==> config.mk <==
export PLATFORM = sky130hd
export DESIGN_NAME = boolean_postfix_stack_evaluator_flat
export DESIGN_NICKNAME = d
export VERILOG_FILES = /design/src/bpse_pkg.sv /design/src/bpse_if.sv /design/src/boolean_postfix_stack_evaluator.sv /design/src/bpse_cell.sv /design/src/bpse_alu.sv /design/src/bpse_obuf.sv /design/src/flat_wrapper.sv
export SDC_FILE = /design/constraint.sdc
export NUM_CORES = 1
export LEC_CHECK = 0
export BUFFER_PORTS_ARGS = -buffer_cell sky130_fd_sc_hd__buf_2
export CORE_MARGIN = 4
export CORE_UTILIZATION = 55
export CTS_CLUSTER_SIZE = 25
export DETAILED_ROUTE_END_ITERATION = 10
export PLACE_DENSITY = 0.76
export SLEW_MARGIN = 20
export SYNTH_ARGS = -nofsm -noshare
export SYNTH_HDL_FRONTEND = slang
export SYNTH_SLANG_ARGS = --single-unit
==> constraint.sdc <==
create_clock -name clk_i -period 5.3 [get_ports clk_i]
set_clock_uncertainty 0.2 [all_clocks]
set_input_delay 0 -clock clk_i [delete_from_list [all_inputs] [get_ports clk_i]]
set_output_delay 0 -clock clk_i [all_outputs]
set_load 0.1 [all_outputs]
==> src/bpse_pkg.sv <==
`timescale 1ns / 1ps
`default_nettype none

package bpse_pkg;

  // Default stack size and fixed field widths
  localparam int unsigned STACK_DEPTH_DEF = 64;
  localparam int unsigned KindW  = 2;
  localparam int unsigned OpW    = 4;
  localparam int unsigned StatW  = 2;
  localparam int unsigned CountW = 7;

  typedef enum logic [KindW-1:0] {
    KIND_PUSH  = 2'd0,
    KIND_OPER  = 2'd1,
    KIND_CLEAR = 2'd2
  } kind_e;

  typedef enum logic [OpW-1:0] {
    OP_IMPLY = 4'd0,
    OP_AND   = 4'd1,
    OP_OR    = 4'd2,
    OP_XOR   = 4'd3,
    OP_NOT   = 4'd4,
    OP_EQ    = 4'd5,
    OP_TERN  = 4'd6,
    OP_NE    = 4'd7,
    OP_GT    = 4'd8,
    OP_LT    = 4'd9,
    OP_GE    = 4'd10,
    OP_LE    = 4'd11
  } op_e;

  typedef enum logic [StatW-1:0] {
    ST_OK        = 2'd0,
    ST_UNDERFLOW = 2'd1,
    ST_OVERFLOW  = 2'd2,
    ST_UNKNOWN   = 2'd3
  } status_e;

  // What each stack cell loads on the next edge
  typedef enum logic [1:0] {
    CELL_HOLD     = 2'd0,
    CELL_TAKE_UP  = 2'd1,
    CELL_TAKE_DN1 = 2'd2,
    CELL_TAKE_DN2 = 2'd3
  } cell_mode_e;

  // One result item
  typedef struct packed {
    logic              top_value;
    logic [StatW-1:0]  status;
    logic [CountW-1:0] stack_count;
  } result_t;

endpackage

`default_nettype wire

==> src/bpse_if.sv <==
`timescale 1ns / 1ps
`default_nettype none

// Input channel: one token per item
interface bpse_in_if;
  import bpse_pkg::*;

  logic           valid;
  logic           ready;
  logic [KindW-1:0] kind;
  logic           literal_value;
  logic [OpW-1:0] operator_code;

  modport source (output valid, kind, literal_value, operator_code, input ready);
  modport sink   (input valid, kind, literal_value, operator_code, output ready);
endinterface

// Output channel: one result per item
interface bpse_out_if;
  import bpse_pkg::*;

  logic              valid;
  logic              ready;
  logic              top_value;
  logic [StatW-1:0]  status;
  logic [CountW-1:0] stack_count;

  modport source (output valid, top_value, status, stack_count, input ready);
  modport sink   (input valid, top_value, status, stack_count, output ready);
endinterface

`default_nettype wire

==> src/boolean_postfix_stack_evaluator.sv <==
`timescale 1ns / 1ps
`default_nettype none

// Boolean postfix evaluator on a stack of single bits.
// in_i carries tokens: push a literal, apply an operator, or clear the stack.
// out_o carries one result item after every operator and after every faulty
// token (overflow, underflow, unknown operator code); pushes and clears give
// none. The stack is a row of bit cells with the top at cell 0: a push shifts
// every cell one place deeper, an operator writes its result into cell 0 and
// keeps deeper cells in place (NOT) or pulls them up by one or two places.
// Throughput is one token per cycle while in_i.ready is high. A result is
// registered in the output entry. When the receiver stalls, one further result is held
// in a skid entry; in_i.ready drops only while that entry is occupied, so
// tokens that give no result still pass while the output waits.
// Reset empties the stack (level zero) and both output entries; no clearing
// pass is needed, the cell contents are only read below the level.
// stack_count reports the level after the token, in 7 bits.
module boolean_postfix_stack_evaluator #(
  parameter int unsigned StackDepth = bpse_pkg::STACK_DEPTH_DEF
) (
  input  wire          clk_i,
  input  wire          rst_ni,
  bpse_in_if.sink      in_i,
  bpse_out_if.source   out_o
);
  import bpse_pkg::*;

  localparam int unsigned LvlW = $clog2(StackDepth + 1);

  logic [LvlW-1:0] level_d, level_q;
  logic [StackDepth-1:0] cell_bits;
  cell_mode_e      top_mode, rest_mode;
  logic            accept, emit, obuf_ready;
  logic            alu_r, new_top;
  logic [1:0]      need;
  result_t         res;

  assign accept = in_i.valid & obuf_ready;
  assign in_i.ready = obuf_ready;

  // Operand count per operator
  always_comb begin
    case (in_i.operator_code)
      OP_NOT:  need = 2'd1;
      OP_TERN: need = 2'd3;
      default: need = 2'd2;
    endcase
  end

  bpse_alu u_alu (
    .op_i (in_i.operator_code),
    .a_i  (cell_bits[1]),
    .b_i  (cell_bits[0]),
    .c_i  (cell_bits[2]),
    .r_o  (alu_r)
  );

  // Decode the token into cell moves, new level and result
  always_comb begin
    level_d         = level_q;
    top_mode        = CELL_HOLD;
    rest_mode       = CELL_HOLD;
    emit            = 1'b0;
    res.top_value   = 1'b0;
    res.status      = ST_OK;
    new_top         = in_i.literal_value;
    if (accept) begin
      case (in_i.kind)
        KIND_PUSH: begin
          if (level_q >= LvlW'(StackDepth)) begin
            emit       = 1'b1;
            res.status = ST_OVERFLOW;
          end else begin
            top_mode  = CELL_TAKE_UP;
            rest_mode = CELL_TAKE_UP;
            level_d   = level_q + LvlW'(1);
          end
        end
        KIND_OPER: begin
          emit = 1'b1;
          if (in_i.operator_code > OP_LE) begin
            res.status = ST_UNKNOWN;
          end else if (level_q < LvlW'(need)) begin
            res.status = ST_UNDERFLOW;
          end else begin
            new_top       = alu_r;
            res.top_value = alu_r;
            top_mode      = CELL_TAKE_UP;
            case (need)
              2'd1:    rest_mode = CELL_HOLD;
              2'd3:    rest_mode = CELL_TAKE_DN2;
              default: rest_mode = CELL_TAKE_DN1;
            endcase
            level_d = level_q - LvlW'(need) + LvlW'(1);
          end
        end
        KIND_CLEAR: begin
          level_d = '0;
        end
        default: begin
          level_d = level_q;
        end
      endcase
    end
    res.stack_count = CountW'(level_d);
  end

  always_ff @(posedge clk_i or negedge rst_ni) begin
    if (!rst_ni) begin
      level_q <= '0;
    end else begin
      level_q <= level_d;
    end
  end

  // Row of stack cells, cell 0 is the top
  for (genvar i = 0; i < StackDepth; i++) begin : g_cell
    logic up_b, dn1_b, dn2_b;
    cell_mode_e mode;

    if (i == 0) begin : g_top
      assign up_b = new_top;
      assign mode = top_mode;
    end else begin : g_mid
      assign up_b = cell_bits[i-1];
      assign mode = rest_mode;
    end

    if (i + 1 < StackDepth) begin : g_dn1
      assign dn1_b = cell_bits[i+1];
    end else begin : g_dn1_end
      assign dn1_b = 1'b0;
    end

    if (i + 2 < StackDepth) begin : g_dn2
      assign dn2_b = cell_bits[i+2];
    end else begin : g_dn2_end
      assign dn2_b = 1'b0;
    end

    bpse_cell u_cell (
      .clk_i  (clk_i),
      .mode_i (mode),
      .up_i   (up_b),
      .dn1_i  (dn1_b),
      .dn2_i  (dn2_b),
      .bit_o  (cell_bits[i])
    );
  end

  bpse_obuf u_obuf (
    .clk_i   (clk_i),
    .rst_ni  (rst_ni),
    .push_i  (emit),
    .data_i  (res),
    .ready_o (obuf_ready),
    .out_o   (out_o)
  );

endmodule

`default_nettype wire

==> src/bpse_cell.sv <==
`timescale 1ns / 1ps
`default_nettype none

// One stack bit; takes its own value or that of a neighbor each cycle
module bpse_cell (
  input  wire                   clk_i,
  input  bpse_pkg::cell_mode_e  mode_i,
  input  wire                   up_i,
  input  wire                   dn1_i,
  input  wire                   dn2_i,
  output logic                  bit_o
);
  import bpse_pkg::*;

  logic bit_d, bit_q;

  // Select the source for the next value
  always_comb begin
    case (mode_i)
      CELL_TAKE_UP:  bit_d = up_i;
      CELL_TAKE_DN1: bit_d = dn1_i;
      CELL_TAKE_DN2: bit_d = dn2_i;
      default:       bit_d = bit_q;
    endcase
  end

  always_ff @(posedge clk_i) begin
    bit_q <= bit_d;
  end

  assign bit_o = bit_q;

endmodule

`default_nettype wire

==> src/bpse_alu.sv <==
`timescale 1ns / 1ps
`default_nettype none

// Boolean operator unit; c is the deepest operand, b the top one
module bpse_alu (
  input  wire [bpse_pkg::OpW-1:0] op_i,
  input  wire                     a_i,
  input  wire                     b_i,
  input  wire                     c_i,
  output logic                    r_o
);
  import bpse_pkg::*;

  always_comb begin
    case (op_i)
      OP_IMPLY: r_o = ~a_i | b_i;
      OP_AND:   r_o = a_i & b_i;
      OP_OR:    r_o = a_i | b_i;
      OP_XOR:   r_o = a_i ^ b_i;
      OP_NOT:   r_o = ~b_i;
      OP_EQ:    r_o = ~(a_i ^ b_i);
      OP_TERN:  r_o = c_i ? a_i : b_i;
      OP_NE:    r_o = a_i ^ b_i;
      OP_GT:    r_o = a_i & ~b_i;
      OP_LT:    r_o = ~a_i & b_i;
      OP_GE:    r_o = a_i | ~b_i;
      OP_LE:    r_o = ~a_i | b_i;
      default:  r_o = 1'b0;
    endcase
  end

endmodule

`default_nettype wire

==> src/bpse_obuf.sv <==
`timescale 1ns / 1ps
`default_nettype none

// Output register with one skid entry
module bpse_obuf (
  input  wire                 clk_i,
  input  wire                 rst_ni,
  input  wire                 push_i,
  input  bpse_pkg::result_t   data_i,
  output logic                ready_o,
  bpse_out_if.source          out_o
);
  import bpse_pkg::*;

  logic    out_valid_d, out_valid_q;
  logic    skid_valid_d, skid_valid_q;
  logic    out_load, skid_load, take;
  result_t out_data_d, out_data_q;
  result_t skid_data_q;

  assign take    = out_valid_q & out_o.ready;
  assign ready_o = ~skid_valid_q;

  // Advance skid into output, or place a new item where there is room
  always_comb begin
    out_valid_d  = out_valid_q;
    skid_valid_d = skid_valid_q;
    out_load     = 1'b0;
    skid_load    = 1'b0;
    out_data_d   = data_i;
    if (skid_valid_q) begin
      if (take) begin
        out_load     = 1'b1;
        out_data_d   = skid_data_q;
        skid_valid_d = 1'b0;
      end
    end else if (push_i) begin
      if (!out_valid_q || take) begin
        out_load    = 1'b1;
        out_valid_d = 1'b1;
      end else begin
        skid_load    = 1'b1;
        skid_valid_d = 1'b1;
      end
    end else if (take) begin
      out_valid_d = 1'b0;
    end
  end

  always_ff @(posedge clk_i or negedge rst_ni) begin
    if (!rst_ni) begin
      out_valid_q  <= 1'b0;
      skid_valid_q <= 1'b0;
    end else begin
      out_valid_q  <= out_valid_d;
      skid_valid_q <= skid_valid_d;
    end
  end

  always_ff @(posedge clk_i) begin
    if (out_load) begin
      out_data_q <= out_data_d;
    end
    if (skid_load) begin
      skid_data_q <= data_i;
    end
  end

  assign out_o.valid       = out_valid_q;
  assign out_o.top_value   = out_data_q.top_value;
  assign out_o.status      = out_data_q.status;
  assign out_o.stack_count = out_data_q.stack_count;

endmodule

`default_nettype wire

==> src/flat_wrapper.sv <==
// flat-port wrapper written by rule: the top's interface ports become plain ports
module boolean_postfix_stack_evaluator_flat import bpse_pkg::*;
#(
  parameter int unsigned StackDepth = bpse_pkg::STACK_DEPTH_DEF
)
  (clk_i, rst_ni, in_i_valid, in_i_kind, in_i_literal_value, in_i_operator_code, in_i_ready, out_o_valid, out_o_top_value, out_o_status, out_o_stack_count, out_o_ready);
  bpse_in_if in_i_i ();
  bpse_out_if out_o_i ();
  input  wire clk_i;
  input  wire rst_ni;
  input wire logic [$bits(in_i_i.valid)-1:0] in_i_valid;
  input wire logic [$bits(in_i_i.kind)-1:0] in_i_kind;
  input wire logic [$bits(in_i_i.literal_value)-1:0] in_i_literal_value;
  input wire logic [$bits(in_i_i.operator_code)-1:0] in_i_operator_code;
  output wire logic [$bits(in_i_i.ready)-1:0] in_i_ready;
  output wire logic [$bits(out_o_i.valid)-1:0] out_o_valid;
  output wire logic [$bits(out_o_i.top_value)-1:0] out_o_top_value;
  output wire logic [$bits(out_o_i.status)-1:0] out_o_status;
  output wire logic [$bits(out_o_i.stack_count)-1:0] out_o_stack_count;
  input wire logic [$bits(out_o_i.ready)-1:0] out_o_ready;
  assign in_i_i.valid = in_i_valid;
  assign in_i_i.kind = in_i_kind;
  assign in_i_i.literal_value = in_i_literal_value;
  assign in_i_i.operator_code = in_i_operator_code;
  assign in_i_ready = in_i_i.ready;
  assign out_o_valid = out_o_i.valid;
  assign out_o_top_value = out_o_i.top_value;
  assign out_o_status = out_o_i.status;
  assign out_o_stack_count = out_o_i.stack_count;
  assign out_o_i.ready = out_o_ready;
  boolean_postfix_stack_evaluator #(.StackDepth(StackDepth)) u_core (.clk_i(clk_i), .rst_ni(rst_ni), .in_i(in_i_i), .out_o(out_o_i));
endmodule
# After elaboration in Yosys (flattened, before gate mapping)

Index checks and enable logic that the tools add are counted.

Bits in registers: 93
Bits of input ports: 11
Output and inout bits: 12
Word-level logic and storage cells: 237

$add $sub $neg: 3
$lt $le $gt $ge: 3
Equality and inequality tests: 22
Mux-type cells: 111
Bitwise operators: 13
Reduce and logical (&&, ||, !) cells: 12

Operator list:

| operator            | number |
|---|---|
| $pmux 1 s3          | 63 |
| $mux 7              | 4 |
| $mux 1              | 25 |
| $pmux 7 s3          | 1 |
| $mux 10             | 2 |
| $pmux 2 s2          | 5 |
| $eq 4x3->1 const B  | 4 |
| $eq 4x4->1 const B  | 4 |
| $add 7x1->7 const B | 2 |
| $mux 2              | 7 |
| $eq 2x2->1 const B  | 6 |
| $pmux 1 s10         | 1 |
| $eq 2x1->1 const B  | 4 |
| $eq 4x2->1 const B  | 2 |
| $ge 7x7->1 const B  | 1 |
| $lt 7x2->1          | 1 |
| $sub 7x2->7         | 1 |
| $reduce_bool 3->1   | 2 |
| $reduce_or 2->1     | 3 |
| $and 1x1->1         | 5 |
| $eq 4x1->1 const B  | 1 |
| $gt 4x4->1 const B  | 1 |
| $logic_not 4->1     | 1 |
| $not 1->1           | 4 |
| other kinds (10)    | 14 |

# Depth between registers and ports, before layout

Gate-level depths: netlist (run 1).

Depth in word-level cells: 11
Depth in mapped cells: 12
Gate-level depth less buffers: 12

# Modules after synthesis

From an unflattened synthesis (run 1), not the netlist that was laid out.

Cell total of the unflattened synthesis: 500
Area total of the unflattened synthesis: 5,479.0 sq um

Modules (own cells, without submodules):

| module                          | instances | cells each | area each (sq um) | sequential area each (sq um) |
|---|---|---|---|---|
| bpse_cell                       | 64        | 5          | 55.1              | 30.0 |
| boolean_postfix_stack_evaluator | 1         | 115        | 978.4             | 175.2 |
| bpse_obuf                       | 1         | 43         | 834.6             | 650.6 |
| bpse_alu                        | 1         | 22         | 142.6             | 0.0 |

# Least setup slack after synthesis (run 1)

Ideal clock, no wire load.

Path kind: reg2reg
Start point: register u_core.level_q[3]
End point: register u_core.g_cell[10].u_cell.bit_q, enable pin
Library setup time: 684 ps
Data arrival time: 3,163 ps
Data required time: 4,416 ps
Slack: 1,253 ps
Cell stages (with the launch flop): 12
Buffers on the path: 4
Clock period less this slack: 4,047 ps
Cell sequence: dfrtp_1 inv_1 ha_1 and2_1 buf_4 or4b_1 buf_2 and3_4 buf_6 nand2_1 buf_2 nand2_1

Word-level cells in the longest chain between the ends: 7
Elaborated cells on any way between the ends: 11
Classes of those cells: order compare: 2; eq/ne: 3; mux: 5; reduce/logical: 1

Ends and longest elaborated chain:

| element                                         | RTL line                               | source |
|---|---|---|
| start: declaration                              | boolean_postfix_stack_evaluator.sv:30  | `logic [LvlW-1:0] level_d, level_q;` |
| start signal: assignment                        | boolean_postfix_stack_evaluator.sv:112 | `level_q <= level_d;` |
| $lt 7x2->1                                      | boolean_postfix_stack_evaluator.sv:83  | `end else if (level_q < LvlW'(need)) begin` |
| $mux 2                                          | boolean_postfix_stack_evaluator.sv:83  |  |
| $mux 2                                          | boolean_postfix_stack_evaluator.sv:81  | `if (in_i.operator_code > OP_LE) begin` |
| $pmux 2 s2 *                                    | boolean_postfix_stack_evaluator.sv:68  | `case (in_i.kind)` |
| $mux 2 *                                        | boolean_postfix_stack_evaluator.sv:67  | `if (accept) begin` |
| $eq 2x2->1 / $eq 2x1->1 (equally long branches) | bpse_cell.sv:19                        | `case (mode_i)` |
| $reduce_bool 3->1 (no line) *                   | --                                     |  |
| end signal: assignment                          | bpse_cell.sv:28                        | `bit_q <= bit_d;` |
| end: declaration                                | bpse_cell.sv:15                        | `logic bit_d, bit_q;` |

Every way passes the cells marked *; elsewhere a longest branch is shown, timed or not.
A chain may end at the register's enable or synchronous reset.

# Worst setup path in the final report (run 1)

Start point: input port in_i_operator_code[1]
End point: register u_core.g_cell[53].u_cell.bit_q, enable pin

Word-level cells in the longest chain between the ends: 10
Elaborated cells on any way between the ends: 16
Classes of those cells: order compare: 2; eq/ne: 7; mux: 6; reduce/logical: 1

Ends and longest elaborated chain:

| element                                            | RTL line                              | source |
|---|---|---|
| start: declaration                                 | flat_wrapper.sv:14                    | `input wire logic [$bits(in_i_i.operator_code)-1:0] in_i_operator_code;` |
| branches (longest 5 deep; another with $lt 7x2->1) | --                                    |  |
| $mux 2 *                                           | boolean_postfix_stack_evaluator.sv:81 |  |
| $pmux 2 s2 *                                       | boolean_postfix_stack_evaluator.sv:68 |  |
| $mux 2 *                                           | boolean_postfix_stack_evaluator.sv:67 |  |
| $eq 2x2->1 / $eq 2x1->1 (equally long branches)    | bpse_cell.sv:19                       |  |
| $reduce_bool 3->1 (no line) *                      | --                                    |  |
| end signal: assignment                             | bpse_cell.sv:28                       |  |
| end: declaration                                   | bpse_cell.sv:15                       |  |

Mark *: on every way between the ends.

==> results of run 1 <==
-- cells by family (layout without fill, tap and decap cells) --
logic type	count (synthesis)	after routing	share of synthesized area
compound gates	115	115	0.1973
simple gates	123	123	0.1471
fa+ha+maj	22	22	0.05587
buf+inv	44	73	0.03807
xor+xnor	3	3	0.005193
mux	6	6	0.01360
flops	93	93	0.5429
-- area by class of cell --
type | instances | area share
Sequential cell | 93 | 0.4975
Multi-Input combinational cell | 269 | 0.3860
Timing Repair Buffer | 37 | 0.04440
Tap cell | 108 | 0.02447
Clock buffer | 9 | 0.02243
Inverter | 20 | 0.01359
Clock inverter | 7 | 0.01155
-- synth_stat cells (all sizes together) --
cell type / instances
nand2: 12
edfxtp: 84
o221ai: 2
ha: 21
and3: 3
nor3b: 2
o31ai: 2
o211ai: 1
a311oi: 2
nor2: 8
a2111oi: 4
a21oi: 12
o32ai: 2
nor4: 2
a22o: 1
and4b: 2
o2111ai: 2
and3b: 1
nor2b: 5
nand3: 6
o31a: 1
buf: 15
or4b: 1
clkbuf: 9
xor2: 1
or2: 3
xnor2: 2
fa: 1
dfrtp: 9
and2: 63
mux2i: 2
o21ai: 7
mux2: 4
nor3: 7
a22oi: 4
inv: 20
a221o: 62
o21a: 1
a31oi: 7
a21o: 5
and4: 1
or3b: 1
nand2b: 6
-- stage by stage --
stage	utilization	power (mW)	area, um^2	cells	hold WS [ns]
4_1_cts	0.6233	2.371	5515	542	0.0001948
3_5_place_dp	0.5919	1.899	5238	517	-0.3365
5_1_grt	0.6242	2.507	5523	543	0.02615
6_report	0.6242	2.368	5523	543	0.02252
2_1_floorplan	-	1.731	5061	406	-0.4956
3_3_place_gp	0.5919	1.880	5238	517	-0.3395
-- worst max-delay path, stage by stage --
cell and delay, ns:
sky130_fd_sc_hd__dlygate4sd3_1 0.53, sky130_fd_sc_hd__buf_2 0.15, sky130_fd_sc_hd__inv_1 0.20, sky130_fd_sc_hd__nand2_1 0.18, sky130_fd_sc_hd__ha_1 0.32, sky130_fd_sc_hd__nor2b_1 0.15
sky130_fd_sc_hd__or4b_1 0.60, sky130_fd_sc_hd__and3_4 0.27, sky130_fd_sc_hd__nand2_2 0.05, sky130_fd_sc_hd__buf_4 0.49, sky130_fd_sc_hd__nand2_2 0.09, sky130_fd_sc_hd__buf_4 0.39
-- power by group through the flow --
stage | registers (mW) | clock network [mW] | logic (mW)
after CTS | 1.09 | 0.469 | 0.812
after detailed placement | 1.10 | 0 | 0.794
final | 1.09 | 0.462 | 0.812
after global placement | 1.10 | 0 | 0.777
after global routing | 1.11 | 0.502 | 0.894
after floorplan | 1.20 | 0 | 0.533
-- metal layers --
metal	up-vias	GRT usage	share of wire
met5	-	0	0
met4	0	0.05508	0.013
met3	14	0.04221	0.059
met2	106	0.2651	0.45
met1	1697	0.2765	0.48
li1	1645	-	-
-- state kept, by name, indices dropped and copies added (netlist names) --
signal and count:
u_core.level_q 7, u_core.g_cell.u_cell.bit_o 64, u_core.u_obuf.skid_valid_q 1, u_core.u_obuf.skid_data_q 10
u_core.u_obuf.out_o.status 2, u_core.u_obuf.out_o.valid 1, u_core.u_obuf.out_o.top_value 1, u_core.u_obuf.out_o.stack_count 7
-- worst max-delay path by stage --
stage,from,endpoint,slack [ns],cells after the start
2_1_floorplan,u_core.level_q[3],u_core.g_cell[10].u_cell.bit_o,1.25,11
3_3_place_gp,in_i_operator_code[3],u_core.g_cell[23].u_cell.bit_o,1.63,11
3_5_place_dp,in_i_operator_code[3],u_core.g_cell[22].u_cell.bit_o,1.44,11
4_1_cts,in_i_operator_code[1],u_core.g_cell[58].u_cell.bit_o,1.40,11
5_1_grt,in_i_operator_code[1],u_core.g_cell[53].u_cell.bit_o,1.46,12
6_report,in_i_operator_code[1],u_core.g_cell[53].u_cell.bit_o,1.67,12
==> reports/summary.txt, run 1 <==
number of stages on the worst hold path: 4
part of the total power dissipated in the clock network: 0.195
Synth cell types: 50
Power per Cell Area: 428.7 nW/um^2
Final period util: 0.6858
Worst EP arrival: 3.46 ns
clock buffer count from CTS: 9
number of synthesized register bits: 93
clk sinks: 93
startpoint class of the critical path: input pin
power share of the combinational group: 0.343
post-synthesis instance area: 5061 um^2
post-layout minimum cycle time: 3.635 ns
drt first-iter violations: 227
via-per-instance ratio: 6.376
count of filler cells inserted in the layout: 655
Worst Path Required: 5.13 ns
total length of routed wires: 9703 um
capturing element type of the critical path: register
area growth from synthesis to layout: 9.122%
Worst Hold End: u_core.u_obuf.out_o.valid
root buffer cell: sky130_fd_sc_hd__clkbuf_8
switching component of the power: 0.9052 mW
clock latency at the later pin of the worst-skew pair: 0.37 ns
y dimension of the die: 103.9 um
number of global-route vias before repair: 3252
DRC violation count after routing: 0
final global-route overflow total: 0
Resized Gates After CTS: 0
Synthesized Nets: 439
CTS Hold Buffers Added: 9
flop2flop setup slack: 1.76 ns
drt pass-1 iters: 5
antenna violations before repair: 0
status: finished, final reports clean
sequential cell area: 2748 um^2
final antenna-violating net count: 0
Post-Route Setup TNS: 0 ns
Worst IR Drop VDD: 0.1994 mV
Starting Density: 0.5720
Seq pwr share: 0.462
Worst-Margin Slew: 0.8322 ns
most common cell after layout, fill and taps aside: sky130_fd_sc_hd__edfxtp_1
setup repair after global routing missed its margin: false
HPWL after DPL: 6164 um
leading area contributor after synthesis: sky130_fd_sc_hd__edfxtp_1
commonest cells after routing, fill and taps aside: 84 x sky130_fd_sc_hd__edfxtp_1, 63 x sky130_fd_sc_hd__and2_1, 62 x sky130_fd_sc_hd__a221o_1
type of the worst setup path: in -> reg
number of nets at the end of the flow: 463
pin count of the biggest net entering global routing: 64
maximum clock insertion buffer count: 2
vias after detailed routing: 3462
Slew Limit Headroom: 0.4441
number of max-cap violations: 0
Post-Syn Area per Cell: 12.47 um^2
worst r2r dst: u_core.g_cell[53].u_cell.bit_o
Max FO, Critical Path: 63
diodes inserted: 0
first-pass GRT wire length: 16310 um
clock tree from TritonCTS: yes
Internal Power: 1.463 mW
f_max: 275.1 MHz
Total Routing Usage GR: 0.1837
worst setup margin: 1.665 ns
total core area: 8848 um^2
FP Rows: 34
final hold vios: 0
Static Leakage: 2.091 nW
die outline width: 103.9 um
area of the die: 10800 um^2
Port-buffer cells: 22
HP Start: in_i_valid
Setup-failing EPs final: 0
register clock-pin slew on the reported worst setup and hold paths: 0.09 ns
routed length per instance: 17.87 um
startpoint of the lowest-slack register-to-register path: u_core.level_q[6]
number of pins with negative max-slew slack in the final report: 0
cell count after synthesis: 406
worst hold-check path type: in -> reg
Yosys warning total: 0
post-placement worst setup slack: 1.444 ns
number of cells on the worst reg-to-reg path: 9
synth top area cells: sky130_fd_sc_hd__edfxtp_1 50%, sky130_fd_sc_hd__a221o_1 12%, sky130_fd_sc_hd__and2_1 7.8%, sky130_fd_sc_hd__ha_1 5.2%, sky130_fd_sc_hd__dfrtp_1 4.4%
number of buffers inserted to repair setup after CTS: 0
share of final-layout standard cells stronger than drive strength 1: 0.1356
area share of the leading cell type in the synthesized netlist: 0.4984
final estimated routing congestion in global placement: 0.8814
share of the yosys chip area belonging to registers: 0.5429
Sw Share: 0.3823
combined area of the multi-input logic cells: 2132 um^2
number of H-tree levels: 3
number of primary I/O pins: 23
Power figures use the tool's default switching activity.
==> run 2, diff against run 1 <==
==> constraint.sdc (replaced) <==
create_clock -name clk_i -period 3.65 [get_ports clk_i]
set_clock_uncertainty 0.2 [all_clocks]
set_input_delay 0 -clock clk_i [delete_from_list [all_inputs] [get_ports clk_i]]
set_output_delay 0 -clock clk_i [all_outputs]
set_load 0.1 [all_outputs]
==> reports/summary.txt, run 2 (same netlist as run 1, synthesis figures left out) <==
status: finished, final reports clean
via-per-instance ratio: 6.349
y dimension of the die: 103.9 um
area growth from synthesis to layout: 9.938%
max reg flops: 64
Slew Limit Headroom: 0.3655
number of global-route vias before repair: 3368
Worst EP arrival: 3.34 ns
Worst IR Drop VDD: 0.2558 mV
drt first-iter violations: 300
termination of the worst setup path: u_core.u_obuf.skid_data_q[9]
commonest cells after routing, fill and taps aside: 84 x sky130_fd_sc_hd__edfxtp_1, 63 x sky130_fd_sc_hd__and2_1, 62 x sky130_fd_sc_hd__a221o_1
area of the die: 10800 um^2
HPWL after DPL: 6414 um
clock latency at the later pin of the worst-skew pair: 0.37 ns
number of standard cells in the final layout excluding fillers: 547
most common cell after layout, fill and taps aside: sky130_fd_sc_hd__edfxtp_1
type of the worst setup path: in -> reg
Placed Instances: 521
drt pass-1 iters: 5
pin count of the biggest net entering global routing: 43
first-pass GRT wire length: 16750 um
Setup-failing EPs final: 0
post-layout minimum cycle time: 3.414 ns
final global-route overflow total: 0
clock tree from TritonCTS: yes
clock buffer count from CTS: 9
routed length per instance: 18.20 um
flop2flop setup slack: 0.40 ns
worst hold-check path type: in -> reg
clk sinks: 93
final hold vios: 0
total length of routed wires: 9953 um
worst r2r dst: u_core.u_obuf.skid_data_q[9]
register clock-pin slew on the reported worst setup and hold paths: 0.10 ns
Final period util: 0.9352
vias after detailed routing: 3473
final estimated routing congestion in global placement: 0.9239
number of nets at the end of the flow: 467
Starting Density: 0.5720
Max FO, Critical Path: 7
number of pins with negative max-slew slack in the final report: 0
capturing element type of the critical path: register
number of buffers inserted to repair setup after CTS: 0
Power per Cell Area: 627.4 nW/um^2
final antenna-violating net count: 0
total core area: 8848 um^2
core occupancy in the finished layout: 0.6288
number of primary I/O pins: 23
DRC violation count after routing: 0
critical path startpoint: in_i_operator_code[3]
Post-Route Setup TNS: 0 ns
number of max-cap violations: 0
root buffer cell: sky130_fd_sc_hd__clkbuf_8
HP Start: in_i_valid
die outline width: 103.9 um
maximum clock insertion buffer count: 2
Total Routing Usage GR: 0.1872
Worst-Margin Slew: 0.9498 ns
number of cells on the worst reg-to-reg path: 7
startpoint class of the critical path: input pin
number of H-tree levels: 3
Worst Path Required: 3.57 ns
diodes inserted: 0
antenna violations before repair: 0
f_max: 292.9 MHz
Static Leakage: 2.115 nW
hold_ws: 0.02459 ns
share of final-layout standard cells stronger than drive strength 1: 0.1390
startpoint of the lowest-slack register-to-register path: u_core.level_q[3]
setup repair after global routing missed its margin: false
Port-buffer cells: 22
FP Rows: 34
[run 2: worst min path at each step]
| stage | endpoint | slack [ns] | cells past startpoint |
|---|---|---|---|
| floorplan | u_core.level_q[0] | -0.50 | 0 |
| global placement | u_core.level_q[4] | -0.33 | 1 |
| detailed placement | u_core.level_q[4] | -0.33 | 1 |
| CTS | u_core.level_q[2] | 0.007 | 4 |
| global route | u_core.level_q[2] | 0.03 | 4 |
| finish | u_core.level_q[2] | 0.02 | 4 |
[run 2: power by group]
| part | switching, mW | internal (mW) | leakage, nW | total [mW] |
|---|---|---|---|---|
| Sequential | 0.160 | 1.43 | 0.891 | 1.59 |
| Combinational | 0.757 | 0.436 | 1.13 | 1.19 |
| Clock | 0.384 | 0.322 | 0.0973 | 0.706 |
[run 2: repair_timing]
item | in CTS | in global routing
hold buffers | 10 | 0
setup endpoints to repair | 0 | 0
endpoints found under the hold margin | 21 | 0
resized for setup | 0 | 0
[run 2: area by class of cell]
type / instances / area [um^2]
Clock buffer: 10 / 127.6
Clock inverter: 6 / 68.82
Fill cell: 692 / 3284
Inverter: 20 / 75.07
Multi-Input combinational cell: 269 / 2132
Sequential cell: 93 / 2748
Tap cell: 108 / 135.1
Timing Repair Buffer: 41 / 277.8
[run 2: per-layer routing]
layer | vias up | global-route usage | routed length, um
li1 | 1651 | - | -
met1 | 1730 | 0.2837 | 4950
met2 | 81 | 0.2683 | 4398
met3 | 11 | 0.04780 | 501
met4 | 0 | 0.04938 | 102
met5 | - | 0 | 0
[run 2: critical path, cell delays in order]
cell	delay [ns]
sky130_fd_sc_hd__dlygate4sd3_1	0.53
sky130_fd_sc_hd__buf_2	0.15
sky130_fd_sc_hd__inv_1	0.10
sky130_fd_sc_hd__and3_1	0.24
sky130_fd_sc_hd__nand2_1	0.16
sky130_fd_sc_hd__ha_1	0.32
sky130_fd_sc_hd__nor2b_1	0.15
sky130_fd_sc_hd__or4b_1	0.62
sky130_fd_sc_hd__nand3_1	0.31
sky130_fd_sc_hd__a31oi_1	0.15
sky130_fd_sc_hd__dlygate4sd3_1	0.60
[run 2: through the flow]
stage          instance area [um^2]  worst slack [ns]  power [mW]
2_1_floorplan                  5064            0.2324       2.510
3_3_place_gp                   5268            0.6199       2.747
3_5_place_dp                   5268            0.5416       2.774
4_1_cts                        5564            0.2738       3.501
5_1_grt                        5564            0.1241       3.680
6_report                       5564            0.2364       3.491
